$ cat config.mk
export PLATFORM = sky130hd
export DESIGN_NAME = fdt_ctrl
export DESIGN_NICKNAME = d
export VERILOG_FILES = /design/src/fdt_pkg.sv /design/src/fdt_ctrl.sv
export SDC_FILE = /design/constraint.sdc
export NUM_CORES = 1
export LEC_CHECK = 0
export BUFFER_PORTS_ARGS = -buffer_cell sky130_fd_sc_hd__buf_2
export CORE_AREA = 5 5 42 44
export DETAILED_ROUTE_END_ITERATION = 8
export DIE_AREA = 0 0 47 49
export PLACE_DENSITY_LB_ADDON = 0.15
export REMOVE_ABC_BUFFERS = 1
export SLEW_MARGIN = 20
export SYNTH_ARGS = -nofsm -noshare
export SYNTH_HDL_FRONTEND = slang
export SYNTH_SLANG_ARGS = --single-unit
$ cat constraint.sdc
create_clock -name clk -period 1.96 [get_ports clk]
set_clock_uncertainty 0.15 [all_clocks]
set_input_delay 0.294 -clock clk [delete_from_list [all_inputs] [get_ports clk]]
set_output_delay 0.294 -clock clk [all_outputs]
set_load 0.02 [all_outputs]
$ cat src/fdt_pkg.sv
// Shared constants, types and helpers of the fingerprint duplicate table.
`default_nettype none

package fdt_pkg;

    localparam int INDEX_BITS   = 12;
    localparam int POOL_ENTRIES = 4096;
    localparam int BUCKETS      = 1 << INDEX_BITS;
    localparam int ENTRY_BITS   = $clog2(POOL_ENTRIES);
    localparam int USED_BITS    = $clog2(POOL_ENTRIES + 1);
    localparam int NIBBLE_MASK  = 4'hF;

    typedef enum logic
    {
        OP_INSERT = 1'b0,
        OP_CLEAR  = 1'b1
    } opcode_t;

    typedef enum logic [1:0]
    {
        STAT_INSERTED = 2'd0,
        STAT_PRESENT  = 2'd1,
        STAT_FULL     = 2'd2,
        STAT_CLEARED  = 2'd3
    } status_t;

    typedef enum logic [2:0]
    {
        ST_INIT,
        ST_IDLE,
        ST_HEAD,
        ST_CHAIN,
        ST_DECIDE,
        ST_CLEAR,
        ST_RESULT
    } state_t;

    // Bucket head or chain link: valid flag plus entry number
    typedef struct packed
    {
        logic                  valid;
        logic [ENTRY_BITS-1:0] ptr;
    } ref_t;

    // One pool entry: stored bytes 1..19 and the link to the next entry
    typedef struct packed
    {
        logic [23:0] key_top;
        logic [63:0] key_mid;
        logic [63:0] key_low;
        ref_t        link;
    } entry_t;

    // Commands from the controller to the datapath
    typedef struct packed
    {
        logic    accept;
        logic    hold_head;
        logic    entry_rd;
        logic    entry_from_head;
        logic    sweep_wr;
        logic    do_insert;
        logic    load_out;
        status_t out_status;
    } ctl_cmd_t;

    // Status from the datapath to the controller
    typedef struct packed
    {
        logic in_valid;
        logic in_clear;
        logic head_valid;
        logic match;
        logic link_valid;
        logic full;
        logic sweep_last;
        logic out_free;
    } dp_sts_t;

    // Bucket: byte 0 shifted up, low nibble of byte 1 below it
    function automatic logic [INDEX_BITS-1:0] bucket_of(input logic [31:0] head);
        logic [31:0] idx;
        idx = 32'(head[31:24]) << (INDEX_BITS - 8);
        if (INDEX_BITS > 8)
        begin
            idx = idx | (32'(head[23:16]) & 32'(NIBBLE_MASK));
        end
        return idx[INDEX_BITS-1:0];
    endfunction

endpackage

`default_nettype wire

$ cat src/fdt_ctrl.sv
// Controller state machine of the fingerprint duplicate table.
`default_nettype none

module fdt_ctrl
    import fdt_pkg::*;
(
    input  wire logic     clk,
    input  wire logic     rst_n,
    input  wire dp_sts_t  sts,
    output ctl_cmd_t      cmd
);

    state_t  state_reg;
    state_t  state_next;
    status_t result_reg;
    status_t result_next;

    always_ff @(posedge clk or negedge rst_n)
    begin
        if (!rst_n)
        begin
            state_reg  <= ST_INIT;
            result_reg <= STAT_INSERTED;
        end
        else
        begin
            state_reg  <= state_next;
            result_reg <= result_next;
        end
    end

    // Next state
    always_comb
    begin
        state_next  = state_reg;
        result_next = result_reg;
        case (state_reg)
            ST_INIT:
            begin
                if (sts.sweep_last)
                begin
                    state_next = ST_IDLE;
                end
            end
            ST_IDLE:
            begin
                if (sts.in_valid)
                begin
                    state_next = sts.in_clear ? ST_CLEAR : ST_HEAD;
                end
            end
            ST_HEAD:
            begin
                state_next = sts.head_valid ? ST_CHAIN : ST_DECIDE;
            end
            ST_CHAIN:
            begin
                if (sts.match)
                begin
                    result_next = STAT_PRESENT;
                    state_next  = ST_RESULT;
                end
                else if (!sts.link_valid)
                begin
                    state_next = ST_DECIDE;
                end
            end
            ST_DECIDE:
            begin
                result_next = sts.full ? STAT_FULL : STAT_INSERTED;
                state_next  = ST_RESULT;
            end
            ST_CLEAR:
            begin
                if (sts.sweep_last)
                begin
                    result_next = STAT_CLEARED;
                    state_next  = ST_RESULT;
                end
            end
            ST_RESULT:
            begin
                if (sts.out_free)
                begin
                    state_next = ST_IDLE;
                end
            end
            default:
            begin
                state_next = ST_INIT;
            end
        endcase
    end

    // Outputs
    always_comb
    begin
        cmd            = '0;
        cmd.out_status = result_reg;
        case (state_reg)
            ST_INIT:
            begin
                cmd.sweep_wr = 1'b1;
            end
            ST_IDLE:
            begin
                cmd.accept = 1'b1;
            end
            ST_HEAD:
            begin
                cmd.hold_head       = 1'b1;
                cmd.entry_rd        = sts.head_valid;
                cmd.entry_from_head = 1'b1;
            end
            ST_CHAIN:
            begin
                cmd.entry_rd = !sts.match && sts.link_valid;
            end
            ST_DECIDE:
            begin
                cmd.do_insert = !sts.full;
            end
            ST_CLEAR:
            begin
                cmd.sweep_wr = 1'b1;
            end
            ST_RESULT:
            begin
                cmd.load_out = sts.out_free;
            end
            default:
            begin
                cmd = '0;
            end
        endcase
    end

endmodule

`default_nettype wire

=== Word level (Yosys, flattened, before mapping) ===
Cells that the tools add are included.

* Memory bits (read-only): 0
* Memories: 0
* Bits in writable memories: 0
* Flip-flop bits (word level): 5
* Logic and storage cells: 43
* Output and inout port bits: 9
* Input port bits: 10
* Bits in latches: 0

* Shift operators: 0
* $add $sub $neg: 0
* Divide/modulo/power cells: 0
* Bitwise gates (word level): 0
* Magnitude comparators: 0
* Reductions and logical operators: 9
* Multiply operators: 0
* Equality and inequality tests: 12
* Multiplexer cells: 20

{| class="wikitable"
|+ Operators with widths
! operator !! count
|-
| $mux 3 || 8
|-
| $pmux 3 s7 || 1
|-
| $ne 2x2->1 const B || 5
|-
| $eq 3x3->1 const B || 3
|-
| $mux 2 || 4
|-
| $reduce_or 7->1 || 1
|-
| $eq 3x2->1 const B || 2
|-
| $pmux 2 s3 || 1
|-
| $mux 1 || 5
|-
| $reduce_and 5->1 || 1
|-
| $eq 3x1->1 const B || 1
|-
| $logic_not 3->1 || 1
|-
| $ne 3x3->1 const B || 1
|-
| $reduce_and 3->1 || 1
|-
| $reduce_bool 3->1 || 1
|-
| $logic_not 1->1 || 2
|-
| $pmux 1 s2 || 1
|-
| $reduce_or 2->1 || 1
|-
| $logic_and 1x1->1 || 1
|}

=== Longest topological paths before layout ===
Gate-level depths: netlist (run 1).

* Depth in word-level cells: 3
* Mapped depth: 5
* Depth with buffers taken out: 4

=== Worst setup path before layout (run 1) ===
OpenSTA, ideal clock, no wires.

* Path kind: reg2out
* Start: register state_reg[0]
* End: output cmd[6] (netlist bit)
* Arrival time: 1339 ps
* Buffers on the path: 2
* Cell stages (with the launch flop): 5
* Path slack: 177 ps
* Data required time: 1516 ps
* Path through: dfrtp_1 > buf_6 > buf_2 > nor2_1 > a22o_1

{| class="wikitable"
|+ RTL lines
! what !! line !! RTL
|-
| start: declaration || fdt_ctrl.sv:13 || <nowiki>state_t state_reg;</nowiki>
|-
| start signal: assignment || fdt_ctrl.sv:27 || <nowiki>state_reg <= state_next;</nowiki>
|-
| end: declaration || fdt_ctrl.sv:10 || <nowiki>output ctl_cmd_t cmd</nowiki>
|}

==> results.md, run 1 <==
- The number of enable flip-flop cells after synthesis is 0.
- The cell with the largest stage delay on the worst path is sky130_fd_sc_hd__dfrtp_2.
- The number of clock sinks seen by CTS is 5.
- At the end of the flow, the number of nets in the layout was 85.
- The combined area of all synthesized cells is 485 um^2.
- The width of the die is 47 um.
- The number of antenna diodes in the final layout is 0.
- Of all nets on the critical path, the largest fanout is 14.
- The aggregate global routing overflow is 0.
- After the first detailed-routing iteration, the DRC count stood at 2.
- The critical path goes through and2b_1 -> nor3b_2 -> buf_2.
- Each instance of the synthesized netlist takes up on average 8.99 um^2.
- The slew at the pin with the worst max-slew slack is 0.254 ns.
- The clock passes through at most 2 buffers.
- The number of synthesized register bits is 5.
- The final setup violation count is 0.
- From synthesis to final layout, the design area changed by 27.8%.
- Static timing analysis puts the maximum clock frequency at 537 MHz.
- The cell type contributing the most total cell area after synthesis is sky130_fd_sc_hd__dfrtp_1.
- The number of placed instances, taps included is 85.
- Once detail routing completed, the nets flagged for antenna violations numbered 0.
- The sequential share of the synthesized area is 25.8%.
- The share of synthesized flip-flops with an asynchronous set or reset is 100%.
- Across the run, the number of max-cap violations was 0.
- The share of Yosys cell area claimed by the top area cell type is 25.8%.
- The initial antenna violation count came to 0.
- TritonCTS built the clock tree.
- Clock latency on the worst-skew pair, taken at its later pin, is 0.24 ns.
- Entering global routing, the biggest net connects 15 pins.
- After detailed routing, the total wire length is 1120 um.
- The number of global-route vias before repair was 426.
- The number of port buffers is 18.
- For this run, design rule violations remaining after detail routing come to 0.
- The post-CTS repair timing setup buffer count is 0.
- Once layout is complete, the utilization of the core stands at 44.3%.
- Dividing total power by cell area gives a power density of 1760 nW/um^2.
- The most used flip-flop cell after synthesis is sky130_fd_sc_hd__dfrtp_1.
- The cell with the most instances after synthesis is sky130_fd_sc_hd__nor2_1.
- Routability-driven placement finished with a final weighted congestion of 0.770.
- The count of pins over their slew limit is 0.
- The detailed placer's ending HPWL is 887 um.
- The worst hold path belongs to the class in -> async.
- During synthesis, Yosys emitted a total of 0 warnings.
- STA classifies the critical path endpoint as an output port.
- The multi-input gate area in the final layout is 320 um^2.
- The clock slew at the register clock pins of the worst setup and hold paths is 0.05 ns.
- The delay of the slowest cell on the worst path is 0.48 ns.
- The fraction of layout instances using a drive strength above 1 is 45.9%.
- In this run the number of H-tree levels came out at 1.
- The kind of launch point of the worst setup path is a flip-flop.
- The standard-cell row count is 14.
- The static leakage is 0.310 nW.
- Data arrives at the worst endpoint at 1.42 ns.
- The flip-flop count of the largest register, all copies and words added is 3.
- The synthesized netlist contains 33 unique library cells.
- The kind of critical path is reg -> out.
- The total number of vias is 458.
- The wire length per cell after detailed routing is 12.5 um.
- The placeable core region is 1400 um^2.
- The share of the cycle needed by the critical path after routing is 95.1%.
- Across the VDD grid, the largest voltage drop is 0.000539 V.
- After synthesis, the cell types taking the most area are sky130_fd_sc_hd__dfrtp_1 26%, sky130_fd_sc_hd__mux2_4 6.2%, sky130_fd_sc_hd__nor2_1 4.6%.
- The clock period minus final worst setup slack is 1.86 ns.
- Counting instances in the post-synthesis netlist gives the leading cell types as 6 x sky130_fd_sc_hd__nor2_1, 5 x sky130_fd_sc_hd__dfrtp_1, 3 x sky130_fd_sc_hd__buf_2, 3 x sky130_fd_sc_hd__nand2b_1, 3 x sky130_fd_sc_hd__nor3b_1.
- The die covers 2300 um^2.
- In this run the clock root is driven by a sky130_fd_sc_hd__clkbuf_4.
- The global-route usage over all layers is 11.0%.
- The number of detailed-route iterations in the first pass is 4.
- The filler cell count in the final layout is 149.
- The effective utilization at floorplan is 34.6%.
- The first global-routing pass estimated 1800 um of wire.
- The total power after layout is 1.09 mW.
- The overall die height is 49 um.
- The non-filler instance count after layout is 90.
- The number of hold-slack violations in the final timing report came to 0.
- The total I/O pin count is 19.
- The sequential cell area is 128 um^2.
- The count of mapped cells out of synthesis is 54.
- The run finished with clean final reports.
- STA puts the critical path data required time at 1.52 ns.
- The number of clock buffers added by TritonCTS is 3.
- Measured against its own limit, the worst slew margin works out to 82.6%.
- The number of vias per cell is 5.09.
-- cells in the final DEF, fill, tap and decap left out, types with 2 or more instances in the layout --
cell	netlist	routed
sky130_fd_sc_hd__nor2_1	6	6
sky130_fd_sc_hd__dfrtp_1	5	3
sky130_fd_sc_hd__and2_1	2	2
sky130_fd_sc_hd__dfrtp_2	0	2
sky130_fd_sc_hd__mux2i_1	2	2
sky130_fd_sc_hd__nor3b_1	3	2
sky130_fd_sc_hd__buf_4	2	3
sky130_fd_sc_hd__clkbuf_4	0	3
sky130_fd_sc_hd__mux2_4	2	2
sky130_fd_sc_hd__buf_2	3	18
sky130_fd_sc_hd__nand2b_1	3	3
sky130_fd_sc_hd__a21oi_1	2	2
sky130_fd_sc_hd__o22ai_1	2	2
-- repair_timing --
action                                  4_1_cts  5_1_grt
hold buffers                                  1        0
resized for setup                             1        2
endpoints found under the hold margin         5        0
endpoints found under the setup margin        1        2
gates cloned                                  0        0
-- power breakdown --
group	leakage, nW	internal, mW	total, mW	switching (mW)
combinational	0.239	0.357	0.710	0.353
clock	0.0150	0.0769	0.118	0.0407
sequential	0.0555	0.162	0.265	0.104
-- worst max-delay path, delay by kind of cell, from the launching register on --
family                 cells  cell delay [ns]
buffers and inverters      1             0.19
AND/OR/NAND/NOR            2             0.51
flip-flops                 1             0.48
-- cells by family after synthesis --
logic type | Yosys count | share of synthesized area (%)
flip-flops | 5 | 25.8
buffers and inverters | 7 | 9.28
AND/OR/NAND/NOR | 23 | 29.6
XOR/XNOR | 1 | 1.80
multiplexers | 4 | 10.3
AO/OA/AOI/OAI | 14 | 23.2
-- through the flow --
stage	hold slack, ns	instance area (um^2)	setup TNS, ns	setup slack [ns]
final	0.239	621	0	0.0965
after global routing	0.236	621	-0.00684	-0.00684
after CTS	0.236	614	0	0.0313
after detailed placement	-0.0372	577	0	0.244
after global placement	-0.0365	577	0	0.276
after floorplan	-0.152	444	-0.0918	-0.0918
-- path summary, 6_finish.rpt --
check,from,to,slack [ns],depth (start not counted)
max,state_reg[1],cmd[3],0.1,3
min,rst_n,result_reg[0],0.24,2
max reg2reg,state_reg[0],state_reg[1],0.37,4
min reg2reg,result_reg[0],result_reg[0],0.44,2
max in group asynchronous,rst_n,state_reg[1],1.27,2
min in group clk,sts[4],result_reg[0],0.27,3
-- area by class of cell --
cell class,count,share of cell area (%)
well taps,16,3.23
repair buffers,22,19.8
inverters,1,0.605
multi-input cells,42,51.6
flip-flops and latches,5,20.6
clock buffers,4,4.23
-- per-layer routing --
metal / up-vias / wire length (um) / GRT usage (%) / share of wire, %
met5: - / 0 / 0 / 0
met4: 0 / 14 / 5.53 / 1.2
met3: 2 / 93 / 5.17 / 8.3
met2: 18 / 514 / 15.6 / 46
met1: 207 / 499 / 13.5 / 44
li1: 231 / - / - / -
(Power assumes the default switching activity.)
==> inputs of run 2 (changes only) <==
--- a/config.mk
+++ b/config.mk
@@ -6,9 +6,10 @@
 export NUM_CORES = 1
 export LEC_CHECK = 0
 export BUFFER_PORTS_ARGS = -buffer_cell sky130_fd_sc_hd__buf_2
-export CORE_AREA = 5 5 42 44
+export CORE_AREA = 2 2 39 41
 export DETAILED_ROUTE_END_ITERATION = 8
-export DIE_AREA = 0 0 47 49
+export DIE_AREA = 0 0 41 43
+export MAX_ROUTING_LAYER = met4
 export PLACE_DENSITY_LB_ADDON = 0.15
 export REMOVE_ABC_BUFFERS = 1
 export SLEW_MARGIN = 20
==> results.md, run 2 (synthesis results as in run 1) <==
- The count of pins over their slew limit is 0.
- The fraction of layout instances using a drive strength above 1 is 45.9%.
- The buffer type at the clock tree root is sky130_fd_sc_hd__clkbuf_4.
- In this run the power density over the cells is 1750 nW/um^2.
- The commonest non-fill, non-tap cell in the layout is sky130_fd_sc_hd__buf_2.
- The maximum level of the CTS H-tree is 1.
- The number of global-route vias before repair came to 425.
- The die covers 1760 um^2.
- The startpoint of the most critical register-to-register path is state_reg[1].
- The most critical setup path has its startpoint at state_reg[2].
- In this run the worst setup path terminates at cmd[6].
- Leaving out fill and tap cells, the most frequent cells in the layout are 18 x sky130_fd_sc_hd__buf_2, 6 x sky130_fd_sc_hd__nor2_1.
- The width of the die is 41 um.
- The maximum clock frequency is 547 MHz.
- The met2 track demand over resource in global routing is 22.5%.
- The later pin in the worst-skew pair is clocked with a latency of 0.24 ns.
- The peak fanout along the critical path is 12.
- The global-route usage over all layers is 14.8%.
- The final antenna diode count is 0.
- The number of cells on the worst reg-to-reg path is 5.
- The worst max-slew margin expressed relative to the limit is 83.4%.
- Once the clock tree was built, the setup fixing pass inserted 0 buffers.
- The kind of launch point of the worst setup path is a flip-flop.
- The routability congestion estimate is 0.726.
- At the pin with the least slew margin, the transition time is 0.241 ns.
- The worst setup path is captured at an output port.
- The flip-flop count of the largest register, all copies and words added is 3.
- The overall die height is 43 um.
- The critical path arrival is 1.38 ns.
- At the end of the flow, the number of nets in the layout was 85.
- Wires add up to 1050 um.
- The clock buffer count from CTS is 3.
- For the finished layout, the period the worst path requires is 1.83 ns.
- The number of clock sinks seen by CTS is 5.
- The maximum number of pins on one net before global-route repair is 13.
- The post-route DRC violation count is 0.
- The number of routed nets with antenna violations is 0.
- The kind of critical path is reg -> out.
- For the worst setup path, the data required time is 1.52 ns.
- The run finished with clean final reports.
- The maximum buffer depth of the clock tree is 2.
- The first global-routing pass estimated 1770 um of wire.
- The initial utilization of the core area, before any placement, comes to 35.1%.
- The endpoint identified for the worst register-to-register timing path is state_reg[0].
- TritonCTS built the clock tree.
- The non-filler instance count after layout is 90.
- For this block, the initial DRC count from the detailed router was 3.
- The routed layout has 436 vias.
- The layout overhead on the synthesized area is 27.8%.
- The first detailed-routing pass took 2 iterations.
- The static leakage is 0.310 nW.
- For the final routed database, the setup TNS stands at 0 ns.
- Setup repair after global routing left no endpoint under its margin.
- The number of placed instances, taps included is 85.
- The setup slack of the most critical reg-to-reg path is 0.33 ns.
- For this run, global-route usage on met3 was measured as 1.57%.
- The number of hold-slack violations in the final timing report is 0.
- The worst path uses 93.3% of the clock period.
- The number of max-capacitance violations reported is 0.
- The initial antenna violation count was 0.
- 19 I/O pins were placed.
- The number of vias per cell is 4.84.
- After global routing the overflow that remains totals 0.
- The met1 track demand over resource is 18.4%.
- The floorplan has 14 rows.
- The final setup violation count is 0.
- After detailed routing, the average wire length per cell comes to 11.7 um.
- The path class of the tightest hold or removal check is in -> async.
- In this run the most used layer during global routing was met2.
- The detailed placer's ending HPWL is 839 um.
- The clock slew at the register clock pins of the worst setup and hold paths is 0.05 ns.
- Input and output buffers added on the ports amount to 18.
- The tightest hold path in the finished design has a slack of 0.250 ns.
- The highest ir drop seen on vdd is 0.000654 V.
- The floorplan step defined a core boundary enclosing 1380 um^2.
==> run 2: power breakdown <==
group,switching (mW),internal (mW),total [mW]
sequential,0.0852,0.162,0.247
combinational,0.360,0.358,0.717
clock,0.0424,0.0770,0.119
total,0.487,0.596,1.08
==> run 2: timing repair <==
action / 4_1_cts / 5_1_grt
gates resized for setup: 1 / 2
hold buffers: 1 / 0
hold endpoints to repair: 5 / 0
gates cloned: 0 / 0
setup endpoints to repair: 1 / 3
==> run 2: worst min-delay path by stage <==
stage	start	to	slack, ns	depth (start not counted)
final	rst_n	result_reg[0]	0.25	2
after global routing	sts[2]	result_reg[1]	0.26	3
after CTS	rst_n	result_reg[1]	0.24	2
after detailed placement	rst_n	result_reg[1]	-0.03	1
after global placement	rst_n	result_reg[1]	-0.03	1
after floorplan	rst_n	result_reg[0]	-0.15	0
==> run 2: final cells by class <==
cell class | count | area (um^2)
Timing Repair Buffer | 22 | 123
Clock buffer | 4 | 26.3
Multi-Input combinational cell | 42 | 320
Inverter | 1 | 3.75
Sequential cell | 5 | 128
Tap cell | 16 | 20.0
Fill cell | 148 | 763
==> run 2: metrics by stage <==
step           util, %  setup slack [ns]  total power, mW  area (um^2)
3_5_place_dp      41.7             0.259            0.965          577
4_1_cts           44.4            0.0555             1.10          614
5_1_grt           44.8            0.0308             1.18          621
3_3_place_gp      41.7             0.298            0.967          577
6_report          44.8             0.131             1.08          621
2_1_floorplan        -           -0.0918            0.751          444
==> run 2: critical path, stage by stage, from the launching register on <==
cell and delay [ns]:
sky130_fd_sc_hd__dfrtp_2 0.48, sky130_fd_sc_hd__nand2b_1 0.20, sky130_fd_sc_hd__nor2_1 0.15, sky130_fd_sc_hd__a22o_1 0.16, sky130_fd_sc_hd__buf_2 0.15
==> run 2: routing by layer <==
layer / wire (um) / vias to the layer above
met3: 35 / 0
met1: 481 / 195
met4: 0 / 0
met2: 536 / 11
li1: - / 230
met5: 0 / -
==> inputs of run 3 (changes only) <==
--- a/config.mk
+++ b/config.mk
@@ -9,7 +9,6 @@
 export CORE_AREA = 2 2 39 41
 export DETAILED_ROUTE_END_ITERATION = 8
 export DIE_AREA = 0 0 41 43
-export MAX_ROUTING_LAYER = met4
 export PLACE_DENSITY_LB_ADDON = 0.15
 export REMOVE_ABC_BUFFERS = 1
 export SLEW_MARGIN = 20
==> results.md, run 3 (synthesis results as in run 1) <==
- The run finished with clean final reports.
- Global routing used 22.5% of the available met2 tracks.
- The tree is rooted in a sky130_fd_sc_hd__clkbuf_4.
- The number of hold-slack violations in the final timing report was 0.
- The worst max-slew margin expressed relative to the limit is 83.4%.
- The count of pins over their slew limit is 0.
- Along the worst path, the maximum fanout reaches 12.
- Summing internal, switching and leakage power gives 1.08 mW.
- The required time of the worst setup path is 1.52 ns.
- The met1 track demand over resource is 18.4%.
- The slew at the pin with the worst max-slew slack is 0.241 ns.
- The worst-case IR drop observed on VDD is 0.000654 V.
- Wires add up to 1050 um.
- The kind of critical path is reg -> out.
- For flop-to-flop paths, the worst setup slack is 0.33 ns.
- In this run the power density over the cells is 1750 nW/um^2.
- The register with the most flip-flops in the layout has 3 of them.
- The number of global-route vias before repair came to 424.
- The detailed placer's ending HPWL is 839 um.
- The repair_antennas step left the layout with diodes totalling 0.
- The initial antenna violation count is 0.
- TritonCTS built the clock tree.
- The capturing element type of the critical path is an output port.
- During placement, the flow inserted port buffers numbering 18.
- The total overflow left after global routing is 0.
- The clock period minus final worst setup slack is 1.83 ns.
- Measured in cells, the most critical reg-to-reg path has a length of 5.
- The maximum number of pins on one net before global-route repair is 13.
- In the routed layout, each cell is associated on average with a via count of 4.88.
- The clock latency on the worst-skew pair is 0.24 ns.
- In the global route stage, met3 resource usage came out at 1.57%.
- The maximum clock frequency is 547 MHz.
- Global routing used 14.5% of the available tracks.
- Data arrives at the worst endpoint at 1.39 ns.
- The maximum buffer depth of the clock tree is 2.
- The number of routed nets with antenna violations is 0.
- The width of the die is 41 um.
- 19 I/O pins were placed.
- At the end of the flow, the number of nets in the layout was 85.
- Routability-driven placement finished with a final weighted congestion of 0.717.
- The commonest non-fill, non-tap cell in the layout is sky130_fd_sc_hd__buf_2.
- The capture point of the worst reg-to-reg path is state_reg[0].
- The filler cell count in the final layout is 148.
- The number of detailed-route iterations in the first pass is 2.
- The top cell types in the final layout, fill and taps aside, are 18 x sky130_fd_sc_hd__buf_2, 6 x sky130_fd_sc_hd__nor2_1.
- The placeable core region is 1380 um^2.
- The initial utilization of the core area, before any placement, comes to 35.1%.
- The routed layout has 439 vias.
- The post-route DRC violation count is 0.
- The clock slew at the register clock pins of the worst setup and hold paths is 0.05 ns.
- The clock drives 5 sinks.
- The tool flagged a number of max-cap violations equal to 0.
- The most used routing layer is met2.
- The floorplan has 14 rows.
- The startpoint of the most critical register-to-register path is state_reg[1].
- In this run, CTS created clock tree buffers numbering 3.
- Setup repair after global routing left no endpoint under its margin.
- The kind of launch point of the worst setup path is a flip-flop.
- The layout overhead on the synthesized area is 27.8%.
- The maximum level of the CTS H-tree is 1.
- The kind of path behind the tightest hold check is in -> async.
- The overall die height is 43 um.
- Of the cells placed in the final design, the portion with a size suffix greater than 1 is 45.9%.
- The wire length of the first global-routing pass is 1770 um.
- For this block, the initial DRC count from the detailed router was 5.
- The final setup violation count is 0.
- The static leakage is 0.310 nW.
- The share of the cycle needed by the critical path after routing is 93.3%.
- The post-route core utilization is 44.8%.
- The die covers 1760 um^2.
- In the final routed layout, each cell accounts on average for 11.7 um.
[run 3: where the power goes]
group / total (mW) / leakage [nW] / internal, mW / switching (mW)
registers: 0.248 / 0.0555 / 0.162 / 0.0861
logic: 0.718 / 0.239 / 0.358 / 0.360
clock network: 0.119 / 0.0150 / 0.0770 / 0.0424
total: 1.08 / 0.310 / 0.596 / 0.488
[run 3: final cells by class]
| cell class | count | area, um^2 | share of cell area (%) |
|---|---|---|---|
| Multi-Input combinational cell | 42 | 320 | 51.6 |
| Sequential cell | 5 | 128 | 20.6 |
| Timing Repair Buffer | 22 | 123 | 19.8 |
| Clock buffer | 4 | 26.3 | 4.23 |
| Tap cell | 16 | 20.0 | 3.23 |
| Inverter | 1 | 3.75 | 0.605 |
[run 3: how the worst max path moves through the flow]
stage / slack [ns] / start / depth (start not counted) / to
6_report: 0.13 / state_reg[2] / 4 / cmd[6]
5_1_grt: 0.03 / state_reg[2] / 4 / cmd[6]
4_1_cts: 0.06 / state_reg[0] / 3 / cmd[3]
3_5_place_dp: 0.26 / state_reg[2] / 3 / cmd[3]
3_3_place_gp: 0.30 / state_reg[2] / 4 / state_reg[1]
2_1_floorplan: -0.09 / state_reg[1] / 3 / cmd[6]
[run 3: metal layers]
layer,vias up,routed length [um]
met3,0,35
met5,-,0
met2,11,540
li1,230,-
met1,198,477
met4,0,0
[run 3: metrics by stage]
| step | setup TNS, ns | cell area, um^2 | instances | worst slack, ns | hold WS (ns) |
|---|---|---|---|---|---|
| global placement | 0 | 577 | 85 | 0.298 | -0.0329 |
| detailed placement | 0 | 577 | 85 | 0.259 | -0.0332 |
| CTS | 0 | 614 | 90 | 0.0555 | 0.240 |
| global route | 0 | 621 | 90 | 0.0308 | 0.263 |
| finish | 0 | 621 | 90 | 0.131 | 0.250 |
| floorplan | -0.0918 | 444 | 48 | -0.0918 | -0.152 |
[run 3: critical path, cell delays in order, from the launching register on]
cell	delay, ns
sky130_fd_sc_hd__dfrtp_2	0.48
sky130_fd_sc_hd__nand2b_1	0.20
sky130_fd_sc_hd__nor2_1	0.15
sky130_fd_sc_hd__a22o_1	0.16
sky130_fd_sc_hd__buf_2	0.15
[run 3: what timing repair did]
action	CTS	global route
pin swaps	0	0
buffers inserted	0	0
resized for setup	1	2
hold buffers	1	0
setup endpoints to repair	1	3
hold endpoints to repair	5	0
